`config.mk`:
```
export PLATFORM = sky130hd
export DESIGN_NAME = i2c_bitbang_master
export DESIGN_NICKNAME = d
export VERILOG_FILES = /design/src/design/i2cbb_pkg.sv /design/src/design/i2c_bitbang_master.sv
export SDC_FILE = /design/constraint.sdc
export NUM_CORES = 1
export LEC_CHECK = 0
export ABC_CLOCK_PERIOD_IN_PS = 7120
export BUFFER_PORTS_ARGS = -buffer_cell sky130_fd_sc_hd__buf_4
export CORE_MARGIN = 2
export CORE_UTILIZATION = 40
export CTS_CLUSTER_DIAMETER = 40
export DETAILED_ROUTE_END_ITERATION = 16
export SLEW_MARGIN = 20
export SYNTH_ARGS = -nofsm -noshare
export SYNTH_HDL_FRONTEND = slang
export SYNTH_SLANG_ARGS = --single-unit
```
`constraint.sdc`:
```
create_clock -name clock -period 7.12 [get_ports clock]
set_clock_uncertainty 0.1 [all_clocks]
set_input_delay 0.356 -clock clock [delete_from_list [all_inputs] [get_ports clock]]
set_output_delay 0.356 -clock clock [all_outputs]
set_load 0.03 [all_outputs]
```
`src/design/i2cbb_pkg.sv`:
```
`timescale 1ns / 1ps
`default_nettype none

package i2cbb_pkg;

   localparam int TIMER_WIDTH_DEFAULT = 16;

   localparam int CFG_WIDTH  = 16;
   localparam int ADDR_WIDTH = 4;
   localparam int DATA_WIDTH = 32;

   // command codes on req_type
   localparam logic [2:0] CMD_NONE    = 3'd0;
   localparam logic [2:0] CMD_START   = 3'd1;
   localparam logic [2:0] CMD_RSTART  = 3'd2;
   localparam logic [2:0] CMD_STOP    = 3'd3;
   localparam logic [2:0] CMD_WRITE   = 3'd4;
   localparam logic [2:0] CMD_READ    = 3'd5;
   localparam logic [2:0] CMD_RECOVER = 3'd6;

   // register indexes (byte address 4*i)
   localparam logic [1:0] REG_HALF_BIT = 2'd0;
   localparam logic [1:0] REG_SETTLE   = 2'd1;
   localparam logic [1:0] REG_STOP     = 2'd2;
   localparam logic [1:0] REG_RECOVER  = 2'd3;

   localparam logic [CFG_WIDTH-1:0] HALF_BIT_RESET = 16'd20;
   localparam logic [CFG_WIDTH-1:0] SETTLE_RESET   = 16'd200;
   localparam logic [CFG_WIDTH-1:0] STOP_RESET     = 16'd100;
   localparam logic [CFG_WIDTH-1:0] RECOVER_RESET  = 16'd5;

   localparam logic [3:0] DATA_BITS      = 4'd8;
   localparam logic [3:0] RECOVER_PULSES = 4'd9;
   localparam logic [2:0] START_LAST     = 3'd4;
   localparam logic [2:0] SHORT_LAST     = 3'd2;

endpackage

`default_nettype wire

```
`src/design/i2c_bitbang_master.sv`:
```
`timescale 1ns / 1ps
`default_nettype none

// Channel   Direction  Handshake          Payload
// req       in         req_valid/stall    req_type, req_data_byte, req_send_ack, req_sda_sample
// rsp       out        rsp_valid/stall    rsp_scl_level, rsp_sda_level, rsp_busy_res,
//                                         rsp_done_res, rsp_read_data, rsp_ack_missing
// csr       in/out     psel/penable       paddr, pwdata, prdata (pready tied high)
//
// One tick per clock unless stalled: a tick transfer is stepped in the cycle it is accepted
// and its result appears in the output register on the next cycle, one result per tick.
// The output register is the bus state itself, so req_stall rises only while a
// result sits untaken and rsp_stall is high.
// Synchronous active-high reset puts the bus released high, idle, default timings.

module i2c_bitbang_master #(
   parameter int TIMER_WIDTH = i2cbb_pkg::TIMER_WIDTH_DEFAULT
) (
   input  wire logic                             clock,
   input  wire logic                             reset,

   input  wire logic                             req_valid,
   output      logic                             req_stall,
   input  wire logic [2:0]                       req_type,
   input  wire logic [7:0]                       req_data_byte,
   input  wire logic                             req_send_ack,
   input  wire logic                             req_sda_sample,

   output      logic                             rsp_valid,
   input  wire logic                             rsp_stall,
   output      logic                             rsp_scl_level,
   output      logic                             rsp_sda_level,
   output      logic                             rsp_busy_res,
   output      logic                             rsp_done_res,
   output      logic [7:0]                       rsp_read_data,
   output      logic                             rsp_ack_missing,

   input  wire logic                             psel,
   input  wire logic                             penable,
   input  wire logic                             pwrite,
   input  wire logic [i2cbb_pkg::ADDR_WIDTH-1:0] paddr,
   input  wire logic [i2cbb_pkg::DATA_WIDTH-1:0] pwdata,
   output      logic [i2cbb_pkg::DATA_WIDTH-1:0] prdata,
   output      logic                             pready
);
   import i2cbb_pkg::*;

   localparam int LenWidth = (TIMER_WIDTH > CFG_WIDTH) ? TIMER_WIDTH : CFG_WIDTH;
   localparam logic [LenWidth-1:0] TimerMax = LenWidth'({TIMER_WIDTH{1'b1}});

   // line levels {scl, sda} of a phase
   function automatic logic [1:0] phase_drive(input logic [2:0] cmd, input logic [2:0] p,
                                              input logic [3:0] bc, input logic [7:0] sr,
                                              input logic ackc, input logic [1:0] hold);
      logic [1:0] lv;
      lv = hold;
      case (cmd)
         CMD_START: begin
            unique case (p)
               3'd0:    lv = 2'b00;
               3'd1:    lv = 2'b10;
               3'd2:    lv = 2'b11;
               3'd3:    lv = 2'b10;
               default: lv = 2'b00;
            endcase
         end
         CMD_RSTART: lv = {p < 3'd2, p == 3'd0};
         CMD_STOP:   lv = {p >= 3'd1, p == 3'd2};
         CMD_WRITE:  lv = {p[0], (bc < DATA_BITS) ? sr[7] : 1'b1};
         CMD_READ:   lv = {p[0], (bc < DATA_BITS) ? 1'b1 : ~ackc};
         CMD_RECOVER: lv = {p == 3'd1, 1'b1};
         default: lv = hold;
      endcase
      return lv;
   endfunction

   logic [CFG_WIDTH-1:0] half_bit_ff, settle_ff, stop_ff, recover_ff;

   logic [2:0]             cmd_ff, cmd_in;
   logic [2:0]             phase_ff, phase_in;
   logic [3:0]             bitcnt_ff, bitcnt_in;
   logic [7:0]             shift_ff, shift_in;
   logic [TIMER_WIDTH-1:0] timer_ff, timer_in;
   logic                   ackerr_ff, ackerr_in;
   logic                   scl_ff, scl_in;
   logic                   sda_ff, sda_in;
   logic [7:0]             last_read_ff, last_read_in;
   logic                   ackc_ff, ackc_in;
   logic                   done_ff, done_in;
   logic                   valid_ff;

   logic                   req_accept;
   logic                   csr_write;
   logic [CFG_WIDTH-1:0]   len_reg;
   logic [LenWidth-1:0]    len_raw;
   logic [TIMER_WIDTH-1:0] phase_len;
   logic [1:0]             lines;
   logic                   finish;

   assign req_stall  = valid_ff & rsp_stall;
   assign req_accept = req_valid & ~req_stall;
   assign pready     = 1'b1;
   assign csr_write  = psel & penable & pwrite;

   always_comb begin
      unique case (paddr[3:2])
         REG_HALF_BIT: prdata = DATA_WIDTH'(half_bit_ff);
         REG_SETTLE:   prdata = DATA_WIDTH'(settle_ff);
         REG_STOP:     prdata = DATA_WIDTH'(stop_ff);
         default:      prdata = DATA_WIDTH'(recover_ff);
      endcase
   end

   // length of the current phase: zero acts as one, saturate to the timer width
   always_comb begin
      case (cmd_ff) inside
         CMD_START:   len_reg = (phase_ff == 3'd2) ? settle_ff : half_bit_ff;
         CMD_STOP:    len_reg = stop_ff;
         CMD_RECOVER: len_reg = (phase_ff == 3'd0) ? half_bit_ff : recover_ff;
         CMD_RSTART, CMD_WRITE, CMD_READ: len_reg = half_bit_ff;
         default:     len_reg = CFG_WIDTH'(1);
      endcase
      len_raw = LenWidth'(len_reg);
      if (len_raw == '0) len_raw = LenWidth'(1);
      if (len_raw > TimerMax) len_raw = TimerMax;
      phase_len = len_raw[TIMER_WIDTH-1:0];
   end

   always_comb begin
      cmd_in       = cmd_ff;
      phase_in     = phase_ff;
      bitcnt_in    = bitcnt_ff;
      shift_in     = shift_ff;
      timer_in     = timer_ff;
      ackerr_in    = ackerr_ff;
      scl_in       = scl_ff;
      sda_in       = sda_ff;
      last_read_in = last_read_ff;
      ackc_in      = ackc_ff;
      done_in      = 1'b0;
      finish       = 1'b0;
      lines        = {scl_ff, sda_ff};

      if (cmd_ff == CMD_NONE) begin
         if (req_type >= CMD_START && req_type <= CMD_RECOVER) begin
            cmd_in    = req_type;
            phase_in  = 3'd0;
            bitcnt_in = 4'd0;
            shift_in  = (req_type == CMD_WRITE) ? req_data_byte : 8'h00;
            ackc_in   = req_send_ack;
            lines     = phase_drive(req_type, 3'd0, 4'd0, shift_in, req_send_ack,
                                    {scl_ff, sda_ff});
            scl_in    = lines[1];
            sda_in    = lines[0];
            timer_in  = TIMER_WIDTH'(1);
         end
      end else if (timer_ff < phase_len) begin
         timer_in = timer_ff + TIMER_WIDTH'(1);
      end else begin
         // end of phase
         unique case (cmd_ff) inside
            CMD_START: begin
               if (phase_ff >= START_LAST) finish = 1'b1;
               else phase_in = phase_ff + 3'd1;
            end
            CMD_RSTART, CMD_STOP: begin
               if (phase_ff >= SHORT_LAST) finish = 1'b1;
               else phase_in = phase_ff + 3'd1;
            end
            CMD_WRITE, CMD_READ: begin
               if (phase_ff == 3'd0) begin
                  phase_in = 3'd1;
               end else if (bitcnt_ff >= DATA_BITS) begin
                  if (cmd_ff == CMD_WRITE) ackerr_in = req_sda_sample;
                  else last_read_in = shift_ff;
                  scl_in = 1'b0;
                  sda_in = 1'b1;
                  finish = 1'b1;
               end else begin
                  shift_in  = (cmd_ff == CMD_WRITE) ? {shift_ff[6:0], 1'b0}
                                                    : {shift_ff[6:0], req_sda_sample};
                  bitcnt_in = bitcnt_ff + 4'd1;
                  phase_in  = 3'd0;
               end
            end
            CMD_RECOVER: begin
               if (phase_ff <= 3'd1) begin
                  phase_in = phase_ff + 3'd1;
               end else begin
                  bitcnt_in = bitcnt_ff + 4'd1;
                  if (bitcnt_in >= RECOVER_PULSES) finish = 1'b1;
                  else phase_in = 3'd1;
               end
            end
            default: finish = 1'b1;
         endcase

         if (finish) begin
            cmd_in    = CMD_NONE;
            phase_in  = 3'd0;
            bitcnt_in = 4'd0;
            timer_in  = '0;
            done_in   = 1'b1;
         end else begin
            lines    = phase_drive(cmd_ff, phase_in, bitcnt_in, shift_in, ackc_ff,
                                   {scl_ff, sda_ff});
            scl_in   = lines[1];
            sda_in   = lines[0];
            timer_in = TIMER_WIDTH'(1);
         end
      end
   end

   always_ff @(posedge clock) begin
      if (reset) begin
         half_bit_ff  <= HALF_BIT_RESET;
         settle_ff    <= SETTLE_RESET;
         stop_ff      <= STOP_RESET;
         recover_ff   <= RECOVER_RESET;
      end else if (csr_write) begin
         unique case (paddr[3:2])
            REG_HALF_BIT: half_bit_ff <= pwdata[CFG_WIDTH-1:0];
            REG_SETTLE:   settle_ff   <= pwdata[CFG_WIDTH-1:0];
            REG_STOP:     stop_ff     <= pwdata[CFG_WIDTH-1:0];
            default:      recover_ff  <= pwdata[CFG_WIDTH-1:0];
         endcase
      end
   end

   always_ff @(posedge clock) begin
      if (reset) begin
         cmd_ff       <= CMD_NONE;
         phase_ff     <= 3'd0;
         bitcnt_ff    <= 4'd0;
         shift_ff     <= 8'h00;
         timer_ff     <= '0;
         ackerr_ff    <= 1'b0;
         scl_ff       <= 1'b1;
         sda_ff       <= 1'b1;
         last_read_ff <= 8'h00;
         ackc_ff      <= 1'b0;
         done_ff      <= 1'b0;
         valid_ff     <= 1'b0;
      end else begin
         if (req_accept) begin
            cmd_ff       <= cmd_in;
            phase_ff     <= phase_in;
            bitcnt_ff    <= bitcnt_in;
            shift_ff     <= shift_in;
            timer_ff     <= timer_in;
            ackerr_ff    <= ackerr_in;
            scl_ff       <= scl_in;
            sda_ff       <= sda_in;
            last_read_ff <= last_read_in;
            ackc_ff      <= ackc_in;
            done_ff      <= done_in;
            valid_ff     <= 1'b1;
         end else if (~rsp_stall) begin
            valid_ff     <= 1'b0;
         end
      end
   end

   assign rsp_valid       = valid_ff;
   assign rsp_scl_level   = scl_ff;
   assign rsp_sda_level   = sda_ff;
   assign rsp_busy_res    = (cmd_ff != CMD_NONE);
   assign rsp_done_res    = done_ff;
   assign rsp_read_data   = last_read_ff;
   assign rsp_ack_missing = ackerr_ff;

endmodule

`default_nettype wire

```
==> run metrics <==
FF+latch count, synth 112; crit-path max cell delay approximately 0.5 ns; Area growth, synth to finish 13.1%; post-route minimum period ~5.2 ns; MaxCap Viol Count 0; Synth Flop Type dfxtp_1; nets@finish roughly 970; Final period util 0.734; Root Driver clkbuf_16; height of the chip between 100 and 150 um; I/O Buffers 68; Ports ~100; critical-path cell list inv_1, ha_1, nand2b_1, mux2i_1, o22ai_1, a221oi_1, ha_1, a2111oi_0, o21ai_0, a221o_1, nor4b_2, nand4_1, nor4_4, nor2_2, buf_4, nor2_1, and2_1; post-route cell area slightly below 8000 um^2; Die Width 136 um; RSZ-0062 raised after global routing false; Power Dens Cells approximately 200 nW/um^2; post-synth top area cell dfxtp_1; Die ar. about 18000 um^2; CTS Hold Bufs 0; Critical Path Start Type flop; area of the core about 17000 um^2; EDFF count, synth 0; count leader, synth nand2_1; initial antenna violation count 0; DP HPWL 13700 um; top cells by area, synth dfxtp_1 (32%), nand2_1 (9.9%), a21oi_1 (6.4%), mux4_2 (5.2%), mux2i_1 (3.9%); Post-CTS Setup Inserts 0; Remaining Overflow, GRT 0; fmax 0.191 GHz; clk slew on worst S/H paths about 0.08 ns; Synth Cell Area between 6000 and 7000 um^2; DRC 0; row count between 40 and 50; mean area per synthesized cell around 8 um^2; Post-Syn Instances 853; Slew Limit Fails 0; vias in the first global route about 5700; Placed Area about 7500 um^2; Routed WL 20100 um; htree depth 3; Setup CP Type flop to flop; later-pin clock latency in the skew report 0.36 ns; first-pass GRT wire length 31300 um; Distinct cells, synth 74; Critical Path Fanout Max 15; peak supply drop around 140 uV; clk buf depth 2; top post-synthesis cells by count nand2_1 (184), dfxtp_1 (112), a21oi_1 (89), nor2_1 (46), clkbuf_1 (33); drt first pass iters 5; Ys Warns 0; max_slew headroom 0.364; DRT iter0 DRCs between 400 and 500; Final Hold Fails 0; CTS tree done; Seq/Total Area, Yosys 0.322; final setup fails 0; post_cts resized 0; DR WL/cell between 15 and 20 um; initial core utilization 0.405; outcome finished clean; setup TNS 0 ns; GPL Wtd Cong about 0.9; total CTS buffers 9; static leakage 0.00290 uW; Vias between 6000 and 7000; WP data arrival 5.42 ns; post-DR vias/cell 5.67; Worst Hold Class input pin to flop; largest net degree at the start of global routing 76; Top cell by count, worst path ha_1; Sink Count between 100 and 150; gr usage total 0.218; fraction of layout cells with a size suffix above 1 0.187; Worst setup EP type flop; area fraction of the dominant cell type after synthesis 0.322; Critical Path Slowest Stage Cell dfxtp_1; worst endpoint required time ~7.3 ns; fraction of registers with async set/reset 0; actual slew at the worst max-slew pin roughly 0.95 ns; antenna viol nets, final 0; Inserted Diodes 0
## power breakdown
part           total, uW  switching (uW)  internal, uW
sequential           665            19.7           645
combinational        331             218           113
clock                576             252           324
total               1570             490          1080
## cells by family after synthesis
| family | synth area share |
|---|---|
| AO/OA/AOI/OAI | 0.179 |
| XOR/XNOR | 0.0176 |
| adder cells (fa/ha/maj) | 0.0378 |
| buffers and inverters | 0.0660 |
| flip-flops | 0.322 |
| multiplexers | 0.107 |
| other | 0.00108 |
| AND/OR/NAND/NOR | 0.269 |
## cell type report
cell class                 instances  area (um^2)
clock inverter                     6         97.6
inverter                          19         71.3
fill                            1752         9310
timing repair buffer              82          616
tap                              225          282
sequential                       112         2240
clock buffer                      10          239
multi-input combinational        664         4320
## final timing paths
path                               startpoint  slack [ns]            end  depth (start not counted)
worst max-delay path              phase_ff[1]        1.89   timer_ff[12]                         17
worst min-delay path                req_valid        0.12      rsp_valid                          2
worst max register to register    phase_ff[1]        1.89   timer_ff[12]                         17
worst min register to register  settle_ff[12]        0.37  settle_ff[12]                          2
## sequential cells by signal, summed over array words and instances (netlist names)
signal,count
rsp_sda_level,1
rsp_valid,1
settle_ff,16
cmd_ff,3
rsp_ack_missing,1
ackc_ff,1
rsp_scl_level,1
stop_ff,16
rsp_read_data,8
rsp_done_res,1
bitcnt_ff,4
recover_ff,16
phase_ff,3
shift_ff,8
half_bit_ff,16
timer_ff,16
## through the flow
step                      instances  setup WS (ns)  utilization  hold WS [ns]  power (uW)
after floorplan                 868           2.79            -         0.337         917
after global placement         1102           1.96        0.439         0.352        1010
after detailed placement       1102           1.93        0.439         0.356        1010
after CTS                      1118           1.92        0.458         0.111        1580
after global routing           1118           1.43        0.458         0.118        1640
final                          1118           1.89        0.458         0.118        1570
## critical path: cells and delay by family (launching register included)
family,cells,cell delay (ns)
AND/OR/NAND/NOR,7,1.72
multiplexers,1,0.24
adder cells (fa/ha/maj),2,0.61
AO/OA/AOI/OAI,5,1.53
flip-flops,1,0.51
buffers and inverters,2,0.45
## per-layer routing
metal | GRT usage | wire length, um | vias to the layer above
li1 | - | - | 3090
met1 | 0.310 | 9350 | 2978
met2 | 0.337 | 8930 | 246
met3 | 0.0470 | 1530 | 21
met4 | 0.0527 | 311 | 0
met5 | 0 | 0 | -
## cells in the final DEF (no fill, tap or decap), drive strengths merged, types with 4 or more instances in the layout
master,instances
nand2,184
dfxtp,112
a21oi,89
buf,82
nor2,48
nor3,30
mux2i,27
o21ai,23
nand3,22
ha,21
inv,20
conb,17
mux4,16
and3,14
a211oi,13
a22oi,11
o22ai,10
xor2,10
clkbuf,10
mux2,10
nand4,9
nand2b,7
nor2b,7
nor4,7
nor4bb,6
and2,6
a32o,5
o31ai,5
nor4b,5
a221oi,4
a31oi,4
xnor2,4
nor3b,4
Note: power is estimated with default switching activity, not from simulation.
